**config.mk**
```make
export PLATFORM = sky130hd
export DESIGN_NAME = button_fan_speed_controller
export DESIGN_NICKNAME = d
export VERILOG_FILES = /design/src/rtl/bfsc_pkg.sv /design/src/rtl/bfsc_queue.sv /design/src/rtl/bfsc_front.sv /design/src/rtl/bfsc_back.sv /design/src/rtl/button_fan_speed_controller.sv
export SDC_FILE = /design/constraint.sdc
export NUM_CORES = 1
export LEC_CHECK = 0
export BUFFER_PORTS_ARGS = -buffer_cell sky130_fd_sc_hd__buf_2
export CAP_MARGIN = 20
export CORE_UTILIZATION = 55
export DETAILED_ROUTE_END_ITERATION = 8
export PLACE_DENSITY = 0.74
export SLEW_MARGIN = 20
export SYNTH_ARGS = -nofsm -noshare
export SYNTH_HDL_FRONTEND = slang
export SYNTH_SLANG_ARGS = --single-unit
```
**constraint.sdc**
```tcl
create_clock -name clk -period 5.3 [get_ports clk]
set_clock_uncertainty 0.05 [all_clocks]
set_input_delay 1.06 -clock clk [delete_from_list [all_inputs] [get_ports clk]]
set_output_delay 1.06 -clock clk [all_outputs]
set_load 0.01 [all_outputs]
```
**src/rtl/bfsc_pkg.sv**
```systemverilog
// Shared types and constants of the button fan speed controller.
`default_nettype none
package bfsc_pkg;

	// Event kinds carried on the input tuser
	typedef enum logic [1:0] {
		OP_POWER_ON = 2'd0,
		OP_PLUS     = 2'd1,
		OP_MINUS    = 2'd2,
		OP_BOTH     = 2'd3
	} op_t;

	// Configuration register indexes
	localparam logic [1:0] CFG_RATE_STEP = 2'd0;
	localparam logic [1:0] CFG_MAX_RATE  = 2'd1;
	localparam logic [1:0] CFG_STROBE    = 2'd2;
	localparam logic [1:0] CFG_POWER_OFF = 2'd3;

	localparam int CFG_IDX_W  = 2;
	localparam int CFG_DATA_W = 16;
	localparam int STEP_W     = 16;
	localparam int HOLD_W     = 16;
	localparam int SPEED_W    = 7;

	localparam logic [STEP_W-1:0]  RATE_STEP_RST = 16'd500;
	localparam logic [SPEED_W-1:0] MAX_RATE_RST  = 7'd10;
	localparam logic [HOLD_W-1:0]  STROBE_RST    = 16'd2000;
	localparam logic [HOLD_W-1:0]  POWER_OFF_RST = 16'd5000;

	// Mode codes
	localparam logic [1:0] MODE_OFF    = 2'd0;
	localparam logic [1:0] MODE_MANUAL = 2'd1;
	localparam logic [1:0] MODE_DOWN   = 2'd2;

	// Indicator colour codes
	localparam logic [2:0] IND_NONE    = 3'd0;
	localparam logic [2:0] IND_GREEN   = 3'd1;
	localparam logic [2:0] IND_MAGENTA = 3'd2;
	localparam logic [2:0] IND_YELLOW  = 3'd3;
	localparam logic [2:0] IND_CYAN    = 3'd4;
	localparam logic [2:0] IND_BLINK   = 3'd5;

	typedef struct packed {
		logic [STEP_W-1:0]  rate_step;
		logic [SPEED_W-1:0] max_rate;
		logic [HOLD_W-1:0]  strobe_hold;
		logic [HOLD_W-1:0]  power_off_hold;
	} cfg_t;

	// Classified event: kind plus both-button hold decisions
	typedef struct packed {
		logic pwr_hit;
		logic strb_hit;
		op_t  op;
	} cls_t;

	// Result item, first member in the top bits so mode lands in bits 1:0
	typedef struct packed {
		logic               event_taken;
		logic [2:0]         indicator_code;
		logic               strobe_toggled;
		logic               strobe_on;
		logic               fan_update;
		logic [SPEED_W-1:0] fan_speed;
		logic [1:0]         mode;
	} res_t;

endpackage
`default_nettype wire

```
**src/rtl/bfsc_queue.sv**
```systemverilog
// Two-entry queue between the front and back parts.
`default_nettype none
module bfsc_queue #(
	parameter int W = 8
) (
	input  wire logic         clk,
	input  wire logic         arst_n,
	input  wire logic         push,
	input  wire logic [W-1:0] wdata,
	input  wire logic         pop,
	output logic [W-1:0]      rdata,
	output logic              full,
	output logic              empty
);

	logic [W-1:0] mem_q [2];
	logic         wr_ptr_q;
	logic         rd_ptr_q;
	logic [1:0]   count_q;

	assign full  = (count_q == 2'd2);
	assign empty = (count_q == 2'd0);
	assign rdata = mem_q[rd_ptr_q];

	always_ff @(posedge clk) begin
		if (push) begin
			mem_q[wr_ptr_q] <= wdata;
		end
	end

	always_ff @(posedge clk or negedge arst_n) begin
		if (!arst_n) begin
			wr_ptr_q <= 1'b0;
			rd_ptr_q <= 1'b0;
			count_q  <= 2'd0;
		end else begin
			if (push) begin
				wr_ptr_q <= ~wr_ptr_q;
			end
			if (pop) begin
				rd_ptr_q <= ~rd_ptr_q;
			end
			case ({push, pop})
				2'b10:   count_q <= count_q + 2'd1;
				2'b01:   count_q <= count_q - 2'd1;
				default: count_q <= count_q;
			endcase
		end
	end

endmodule
`default_nettype wire

```
**src/rtl/bfsc_front.sv**
```systemverilog
// Front part: takes input transactions, decodes the kind and judges both-button holds.
`default_nettype none
module bfsc_front import bfsc_pkg::*; #(
	parameter int DURATION_BITS = 16
) (
	input  wire logic                     s_tvalid,
	output logic                          s_tready,
	input  wire logic [2*DURATION_BITS+1:0] s_fields,
	input  wire logic [1:0]               s_tuser,
	input  wire cfg_t                     cfg,
	input  wire logic                     q_full,
	output logic                          q_push,
	output cls_t                          q_cls,
	output logic [DURATION_BITS-1:0]      q_dur
);

	localparam int CW = (DURATION_BITS > HOLD_W) ? DURATION_BITS : HOLD_W;

	logic [DURATION_BITS-1:0] plus_dur;
	logic [DURATION_BITS-1:0] minus_dur;
	logic                     plus_long;
	logic                     minus_long;
	logic                     both_long;
	logic [CW-1:0]            pd_x;
	logic [CW-1:0]            md_x;
	logic [CW-1:0]            off_x;
	logic [CW-1:0]            strb_x;

	assign plus_dur   = s_fields[DURATION_BITS-1:0];
	assign plus_long  = s_fields[DURATION_BITS];
	assign minus_dur  = s_fields[2*DURATION_BITS:DURATION_BITS+1];
	assign minus_long = s_fields[2*DURATION_BITS+1];

	assign pd_x   = CW'(plus_dur);
	assign md_x   = CW'(minus_dur);
	assign off_x  = CW'(cfg.power_off_hold);
	assign strb_x = CW'(cfg.strobe_hold);

	assign both_long = plus_long && minus_long;

	assign s_tready = !q_full;
	assign q_push   = s_tvalid && !q_full;
	assign q_dur    = plus_dur;

	always_comb begin
		q_cls.op       = op_t'(s_tuser);
		q_cls.pwr_hit  = both_long && (pd_x >= off_x) && (md_x >= off_x);
		q_cls.strb_hit = both_long && (pd_x >= strb_x) && (md_x >= strb_x);
	end

endmodule
`default_nettype wire

```
**src/rtl/bfsc_back.sv**
```systemverilog
// Back part: serial rate divider, mode/speed/strobe state and the output register.
`default_nettype none
module bfsc_back import bfsc_pkg::*; #(
	parameter int DURATION_BITS = 16,
	parameter int SPEED_MAX     = 100
) (
	input  wire logic                     clk,
	input  wire logic                     arst_n,
	input  wire cfg_t                     cfg,
	input  wire logic                     q_empty,
	input  wire cls_t                     q_cls,
	input  wire logic [DURATION_BITS-1:0] q_dur,
	output logic                          q_pop,
	output logic                          m_tvalid,
	input  wire logic                     m_tready,
	output res_t                          m_res
);

	localparam int CNT_W = $clog2(DURATION_BITS);
	localparam logic [SPEED_W-1:0] SPD_MAX = SPEED_W'(SPEED_MAX);

	typedef enum logic [2:0] {
		ST_IDLE = 3'b001,
		ST_DIV  = 3'b010,
		ST_RES  = 3'b100
	} st_t;

	st_t                      st_q;
	cls_t                     cls_q;
	logic [DURATION_BITS-1:0] dvd_q;
	logic [STEP_W-1:0]        rem_q;
	logic [CNT_W-1:0]         cnt_q;
	logic [1:0]               mode_q;
	logic [SPEED_W-1:0]       speed_q;
	logic                     strobe_q;
	logic                     m_tvalid_q;
	res_t                     res_q;

	logic                     out_free;
	logic                     commit;
	logic [STEP_W:0]          rem_nx;
	logic                     rem_sub;
	logic                     step_zero;
	logic                     q_ge;
	logic [SPEED_W-1:0]       rate;
	logic [SPEED_W:0]         sum;
	logic                     live;
	logic [1:0]               mode_d;
	logic [SPEED_W-1:0]       speed_d;
	logic                     strobe_d;
	res_t                     res_d;

	assign out_free = !m_tvalid_q || m_tready;
	assign commit   = (st_q == ST_RES) && out_free;
	assign q_pop    = (st_q == ST_IDLE) && !q_empty;
	assign m_tvalid = m_tvalid_q;
	assign m_res    = res_q;

	// restoring division, one quotient bit a cycle
	assign rem_nx  = {rem_q, dvd_q[DURATION_BITS-1]};
	assign rem_sub = (rem_nx >= {1'b0, cfg.rate_step});

	assign step_zero = (cfg.rate_step == '0);
	assign q_ge      = (dvd_q >= DURATION_BITS'(cfg.max_rate));
	assign rate      = (step_zero || q_ge) ? cfg.max_rate : dvd_q[SPEED_W-1:0] + 7'd1;
	assign sum       = {1'b0, speed_q} + {1'b0, rate};
	assign live      = (mode_q == MODE_OFF) || (mode_q == MODE_MANUAL);

	always_comb begin
		mode_d   = mode_q;
		speed_d  = speed_q;
		strobe_d = strobe_q;
		res_d    = '0;
		case (cls_q.op)
			OP_POWER_ON: begin
				if (mode_q == MODE_OFF) begin
					mode_d               = MODE_MANUAL;
					res_d.fan_update     = 1'b1;
					res_d.indicator_code = IND_BLINK;
					res_d.event_taken    = 1'b1;
				end
			end
			OP_PLUS: begin
				if (mode_q == MODE_MANUAL) begin
					if (sum < {1'b0, SPD_MAX}) begin
						speed_d              = sum[SPEED_W-1:0];
						res_d.indicator_code = IND_GREEN;
					end else begin
						speed_d              = SPD_MAX;
						res_d.indicator_code = IND_MAGENTA;
					end
					res_d.fan_update  = 1'b1;
					res_d.event_taken = 1'b1;
				end
			end
			OP_MINUS: begin
				if (mode_q == MODE_MANUAL) begin
					if (speed_q > 7'd1) begin
						speed_d              = speed_q - 7'd1;
						res_d.indicator_code = IND_YELLOW;
					end else begin
						speed_d              = '0;
						res_d.indicator_code = IND_MAGENTA;
					end
					res_d.fan_update  = 1'b1;
					res_d.event_taken = 1'b1;
				end
			end
			OP_BOTH: begin
				if (live && cls_q.pwr_hit) begin
					mode_d               = MODE_DOWN;
					strobe_d             = 1'b0;
					speed_d              = '0;
					res_d.fan_update     = 1'b1;
					res_d.indicator_code = IND_CYAN;
					res_d.event_taken    = 1'b1;
				end else if (live && cls_q.strb_hit) begin
					strobe_d             = ~strobe_q;
					res_d.strobe_toggled = 1'b1;
					res_d.event_taken    = 1'b1;
				end
			end
			default: ;
		endcase
		res_d.mode      = mode_d;
		res_d.fan_speed = speed_d;
		res_d.strobe_on = strobe_d;
	end

	// datapath registers
	always_ff @(posedge clk) begin
		if (q_pop) begin
			cls_q <= q_cls;
			dvd_q <= q_dur;
			rem_q <= '0;
			cnt_q <= CNT_W'(DURATION_BITS - 1);
		end else if (st_q == ST_DIV) begin
			rem_q <= rem_sub ? STEP_W'(rem_nx - {1'b0, cfg.rate_step}) : STEP_W'(rem_nx);
			dvd_q <= {dvd_q[DURATION_BITS-2:0], rem_sub};
			cnt_q <= cnt_q - 1'b1;
		end
		if (commit) begin
			res_q <= res_d;
		end
	end

	always_ff @(posedge clk or negedge arst_n) begin
		if (!arst_n) begin
			st_q       <= ST_IDLE;
			mode_q     <= MODE_OFF;
			speed_q    <= '0;
			strobe_q   <= 1'b0;
			m_tvalid_q <= 1'b0;
		end else begin
			case (st_q)
				ST_IDLE: begin
					if (q_pop) begin
						if (q_cls.op == OP_PLUS && mode_q == MODE_MANUAL && !step_zero) begin
							st_q <= ST_DIV;
						end else begin
							st_q <= ST_RES;
						end
					end
				end
				ST_DIV: begin
					if (cnt_q == '0) begin
						st_q <= ST_RES;
					end
				end
				ST_RES: begin
					if (out_free) begin
						st_q <= ST_IDLE;
					end
				end
				default: st_q <= ST_IDLE;
			endcase
			if (commit) begin
				mode_q     <= mode_d;
				speed_q    <= speed_d;
				strobe_q   <= strobe_d;
				m_tvalid_q <= 1'b1;
			end else if (m_tready) begin
				m_tvalid_q <= 1'b0;
			end
		end
	end

endmodule
`default_nettype wire

```
**src/rtl/button_fan_speed_controller.sv**
```systemverilog
// Top level of the button fan speed controller.
//
// Usage notes:
//  - Input stream (s_*): one button event per transaction. s_tuser carries the
//    event kind, s_tdata the press durations and long-press flags.
//  - Output stream (m_*): exactly one result transaction per input event, in
//    order: mode, fan speed, strobe state, action flags and indicator colour.
//  - Config port: cfg_we with cfg_index/cfg_wdata writes one register per edge.
//    Write only while no event is in flight.
//  - Front part classifies the event (kind, both-button hold thresholds) and
//    drops it into a two-entry queue; the back part pops it and executes it.
//  - Path from input acceptance to m_tvalid: the queue entry, the back part's
//    result state and the output register; a plus press in manual mode with a
//    nonzero rate step also passes the rate divider, one quotient bit per cycle.
//  - The back part pops the next event only once the previous result has entered
//    the output register; meanwhile the queue accepts up to two further events.
//  - Reset: mode off, speed 0, strobe off, registers at their defaults,
//    queue and output register empty.
//  - Receiver stall: the result is held in the output register; the back part
//    waits, the queue fills, and s_tready drops once both entries are taken.
`default_nettype none
module button_fan_speed_controller import bfsc_pkg::*; #(
	parameter int DURATION_BITS = 16,
	parameter int SPEED_MAX     = 100
) (
	input  wire logic                   clk,
	input  wire logic                   arst_n,
	input  wire logic                   s_tvalid,
	output logic                        s_tready,
	// s_tdata, from bit 0: plus_duration, plus_long, minus_duration, minus_long, zero pad
	input  wire logic [((2*DURATION_BITS+2+7)/8)*8-1:0] s_tdata,
	// s_tuser: operation
	input  wire logic [1:0]             s_tuser,
	output logic                        m_tvalid,
	input  wire logic                   m_tready,
	// m_tdata, from bit 0: mode, fan_speed, fan_update, strobe_on, strobe_toggled,
	// indicator_code, event_taken
	output logic [$bits(res_t)-1:0]     m_tdata,
	input  wire logic                   cfg_we,
	input  wire logic [CFG_IDX_W-1:0]   cfg_index,
	input  wire logic [CFG_DATA_W-1:0]  cfg_wdata
);

	localparam int FW = 2 * DURATION_BITS + 2;
	localparam int QW = DURATION_BITS + $bits(cls_t);

	cfg_t                     cfg_q;
	logic                     q_full;
	logic                     q_empty;
	logic                     q_push;
	logic                     q_pop;
	cls_t                     f_cls;
	logic [DURATION_BITS-1:0] f_dur;
	logic [QW-1:0]            q_rdata;
	res_t                     res;

	// configuration bank
	always_ff @(posedge clk or negedge arst_n) begin
		if (!arst_n) begin
			cfg_q.rate_step      <= RATE_STEP_RST;
			cfg_q.max_rate       <= MAX_RATE_RST;
			cfg_q.strobe_hold    <= STROBE_RST;
			cfg_q.power_off_hold <= POWER_OFF_RST;
		end else if (cfg_we) begin
			case (cfg_index)
				CFG_RATE_STEP: cfg_q.rate_step      <= cfg_wdata[STEP_W-1:0];
				CFG_MAX_RATE:  cfg_q.max_rate       <= cfg_wdata[SPEED_W-1:0];
				CFG_STROBE:    cfg_q.strobe_hold    <= cfg_wdata[HOLD_W-1:0];
				CFG_POWER_OFF: cfg_q.power_off_hold <= cfg_wdata[HOLD_W-1:0];
				default: ;
			endcase
		end
	end

	bfsc_front #(
		.DURATION_BITS(DURATION_BITS)
	) u_front (
		.s_tvalid (s_tvalid),
		.s_tready (s_tready),
		.s_fields (s_tdata[FW-1:0]),
		.s_tuser  (s_tuser),
		.cfg      (cfg_q),
		.q_full   (q_full),
		.q_push   (q_push),
		.q_cls    (f_cls),
		.q_dur    (f_dur)
	);

	bfsc_queue #(
		.W(QW)
	) u_queue (
		.clk    (clk),
		.arst_n (arst_n),
		.push   (q_push),
		.wdata  ({f_dur, f_cls}),
		.pop    (q_pop),
		.rdata  (q_rdata),
		.full   (q_full),
		.empty  (q_empty)
	);

	bfsc_back #(
		.DURATION_BITS(DURATION_BITS),
		.SPEED_MAX    (SPEED_MAX)
	) u_back (
		.clk      (clk),
		.arst_n   (arst_n),
		.cfg      (cfg_q),
		.q_empty  (q_empty),
		.q_cls    (cls_t'(q_rdata[$bits(cls_t)-1:0])),
		.q_dur    (q_rdata[QW-1:$bits(cls_t)]),
		.q_pop    (q_pop),
		.m_tvalid (m_tvalid),
		.m_tready (m_tready),
		.m_res    (res)
	);

	assign m_tdata = res;

endmodule
`default_nettype wire

```
# After elaboration in Yosys (flattened, before gate mapping)
# Memory sizes are Yosys's and may differ from the RTL's.
# Index checks and enable logic that the tools add are counted.
# op_classes
addsub	7
n_lt_le_gt_ge	8
eq_ne	17
mux	39
bitwise	4
reduce_logical	35
# op_table
operator	n
$ge 16x16->1	4
$mux 16	3
$mux 7	6
$pmux 7 s3	1
$ge 17x16->1	1
$ge 16x7->1	1
$logic_not 16->1	1
$pmux 4 s4	1
$sub 16x16->16	1
$mux 3	5
$mux 1	13
$eq 2x2->1 const B	6
$logic_and 1x1->1	12
$mux 4	3
$eq 2x1->1 const B	5
$pmux 3 s3	1
$add 7x7->8	1
$logic_not 2->1	4
$lt 8x7->1 const B	1
$pmux 2 s2	2
$reduce_and 2->1	4
$add 7x1->7 const B	1
$gt 7x1->1 const B	1
$sub 7x1->7 const B	1
17 further kinds	31
# word_totals
register_bits	129
ramBits	40
elab_cells	136
mem_count	1
# memory_table
name	depth	word_bits	read_ports	rd_ports_with_merged_regs	wr	line_no	text
u_queue.mem_q	2	20	1	0	1	bfsc_queue.sv:16	logic [W-1:0] mem_q [2];

# Longest topological paths before layout
# depth
depth_word	8
depth_mapped	17

# By module
# Synthesis repeated with hierarchy kept, for this count alone.
# hier_totals
cells_unflattened	976
area_unflattened_um2	10380.0
# by_module_without_submodules
module	instances	cells_each	area_per_inst_um2	seq_area_each_um2
bfsc_back	1	575	5042.3	1833.0
button_fan_speed_controller	1	117	2094.5	1400.1
bfsc_queue	1	78	1627.8	1301.2
bfsc_front	1	206	1615.3	0.0

# Worst setup path after synthesis
# Ideal clock, no wire load.
# synth_timing
path_kind	reg-to-reg
start	register u_back.dvd_q[0]
end	register u_back.res_q (netlist bit u_back.m_res[4]) (data pin)
setup_ps	269
arrival_time_ps	3858
path_slack_ps	1123
stages_incl_launch_ff	16
period_less_slack_ps	4177
path_cell_list	edfxtp_1 inv_1 ha_1 nand2b_1 a21o_1 a21o_1 a211o_1 a21oi_2 mux2_2 ha_1 a211oi_1 nor2b_1 xor2_1 o311ai_2 a41o_1 a21oi_1
# synth_lines
item	line_no	text
from (decl)	bfsc_back.sv:30	logic [DURATION_BITS-1:0] dvd_q;
from (signal assigned)	bfsc_back.sv:134	dvd_q <= q_dur;
from (signal assigned)	bfsc_back.sv:139	dvd_q <= {dvd_q[DURATION_BITS-2:0], rem_sub};
to (signal assigned)	bfsc_back.sv:143	res_q <= res_d;
to (decl)	bfsc_back.sv:37	res_t res_q;

==> metrics.cfg <==
[critical_path]
critPathTopFamily=compound AO/OA/AOI/OAI gates
worst_ep_arrival_time_ns=4.59
slowest_stage=o311ai_2
r2r.worst_path.cells=15
worstSetupStartpointType=flop
crit_chain=inv_1, ha_1, nand2b_1, a21o_1, a21o_1, a211o_1, a21oi_2, mux2_2, ha_1, a211oi_1, nor2b_1, xor2_1, o311ai_2, a41o_1, a21oi_1
crit_fanout=8
critPathCaptureType=flop
worst-path-buf-inv=1
reg2reg_to=u_back.m_res[4]
worst-r2r-setup-slack_ns=0.82
worstSetupPathType=reg2reg
required_ns=5.41
r2r_start=u_back.dvd_q[0]
cpPeakStageDelay_ns=0.59

[place]
gp_congestion=0.8890
placedCellCount=1245
port_buffers=76
hpwl_um=16500

[logic_synthesis]
synth_top_family_by_area=compound AO/OA/AOI/OAI gates
synth_compound_area_share_pct=15.95
syn_inst=962
ys_warn_count=0
seq_area_frac_synth_pct=44.94
ys_ff_latch=169
yosys.area_share.xor_xnor_pct=1.910
synth_nets=1132
ys_async_sr_fraction_pct=43.20
synthAdderAreaFrac_pct=13.17
synth_area_um2=10090
synth.area.top_cells=edfxtp_1 (23%), dfrtp_1 (13%), ha_1 (13%)
synth_enable_flop_cells=76
synth_common_cells=ha_1 (103), inv_1 (80), edfxtp_1 (76), nand2_1 (76), o21ai_0 (64)
synthFlopType=edfxtp_1
synth_area_per_cell_um2=10.49
yosysTopAreaCellShare_pct=22.62
synth-simple-area-share_pct=12.29
yosys.area.top_type=edfxtp_1
synthMuxAreaShare_pct=7.639
ys_types=75
synth.most_common_cell=ha_1

[floorplan]
core-area_um2=17960
rows=49
die_h_um=137.4
io_pins=83
start_util_pct=56.17
die_w_um=137.4
die_area_um2=18890

[status]
status=completed

[layout]
diodes=0
final-instance-count-excl-fill=1278
area_growth_syn_to_layout_pct=11.97
num-nets-final=1206
drive_above_1_share_pct=18.40

[power]
ir_worst_vdd_mv=0.2579
total_power_mw=5.141
p_per_area_nw_per_um2=455.0
power_leakage_nw=4.989

[sta]
finalHoldViolCount=0
fmax_ghz=0.2232
whs_ns=0.4356
post-route-period-util_pct=84.53
maxSlewHeadroom_pct=28.51
tightest_slew_ns=1.068
maxSlewViolCount=0
finalCriticalPeriod_ns=4.480
setup_tns_ns=0
finalSetupViolations=0
rsz0062_at_grt=false

[detailed_routing]
drt_iter0_markers=385
avgViaCountPerCell=5.984
wire_per_inst_um=17.52
antenna_left=0
totalWireLength_um=22390
drc_errors=0
num_vias=7647
drtPass1Iterations=4

[grt]
grt_max_degree=74
antenna_found_initial=0
grt_overflow=0
grt_pass1_vias=7330
grt_pass1_wl_um=36580
track_usage_pct=25.45

[clocking]
cts_buffer_depth=2
cts_tree=yes
cts_root_buffer=clkbuf_16
cts_hold_buffers=0
h-tree-depth=4
clkSinkCount=169
post_cts_resized=0
cts_setup_buffers=0
numCtsBuffers=17
clock_latency_ns=0.43
path_clk_slew_ns=0.06

[min_path]
hold_end=u_back.rem_q[15]
min_path_cells=2
hold_start=u_back.rem_q[15]
hp-class=reg2reg

[flow_run]
maxCapViolations=0

## metal layers
metal / track usage [%] / vias up / part of all wire, %
li1: - / 3727 / -
met1: 32.89 / 3714 / 45
met2: 43.63 / 179 / 49
met3: 4.084 / 27 / 4.1
met4: 7.753 / 0 / 1.4
met5: 0 / - / 0
## stage by stage
stage	instance area [um2]	util (%)	setup WS [ns]
2_1_floorplan	10090	-	1.123
3_3_place_gp	10690	59.53	0.9118
3_5_place_dp	10690	59.53	0.8567
4_1_cts	11280	62.82	0.8340
6_report	11300	62.89	0.8197
5_1_grt	11300	62.89	0.5522
## registers in the layout, summed over array words and instances (netlist names)
name,flops
cfg_q,55
u_back.cls_q,4
u_back.cnt_q,4
u_back.dvd_q,16
u_back.m_res,16
u_back.m_tvalid,1
u_back.mode_q,2
u_back.rem_q,16
u_back.speed_q,7
u_back.st_q,3
u_back.strobe_q,1
u_queue.count_q,2
u_queue.mem_q,40
u_queue.rd_ptr_q,1
u_queue.wr_ptr_q,1
## kinds of logic after synthesis
kind of cell	count (synthesis)
xor gates and xnor gates	22
buffers and inverters	108
AOI/OAI and AO/OA	240
muxes	71
DFF	169
adders and majority gates	105
and+or+nand+nor	247
## report_power, final
| group | switching [mW] | internal [mW] | total (mW) |
|---|---|---|---|
| Sequential | 0.250 | 1.82 | 2.07 |
| Clock | 0.528 | 0.709 | 1.24 |
| Combinational | 1.10 | 0.735 | 1.84 |
| Total | 1.88 | 3.26 | 5.14 |
## tightest hold or removal path: cells and delay by family (launching register included)
| family | cells | cell delay [ns] |
|---|---|---|
| AOI/OAI and AO/OA | 1 | 0.05 |
| DFF | 1 | 0.33 |
| and+or+nand+nor | 1 | 0.06 |
## layout make-up
| cell class | instances | area (um2) |
|---|---|---|
| Tap cell | 229 | 286.5 |
| Clock buffer | 21 | 481.7 |
| Inverter | 81 | 304.0 |
| Timing Repair Buffer | 82 | 431.7 |
| Sequential cell | 169 | 4536 |
| Clock inverter | 11 | 108.9 |
| Multi-Input combinational cell | 685 | 5149 |
| Fill cell | 1430 | 6666 |
## worst max-delay path by stage
stage,startpoint,to,depth (start not counted)
after floorplan,u_back.dvd_q[0],u_back.m_res[4],15
after global placement,u_back.dvd_q[0],u_back.m_res[4],15
after detailed placement,u_back.dvd_q[0],u_back.m_res[4],15
after CTS,u_back.dvd_q[0],u_back.m_res[4],15
after global routing,u_back.dvd_q[0],u_back.m_res[4],15
final,u_back.dvd_q[0],u_back.m_res[4],15
## cells in the final DEF, fill, tap and decap left out, types with 27 or more instances in the layout
cell type,netlist,routed
o21ai_0,64,64
ha_1,103,103
inv_1,80,80
edfxtp_1,76,76
nor2_1,46,45
buf_2,1,75
a21oi_1,42,42
a21o_1,27,27
dfrtp_1,53,52
nand2_1,76,76
mux2_2,48,48
No activity file was read; power rests on OpenSTA's default activity.
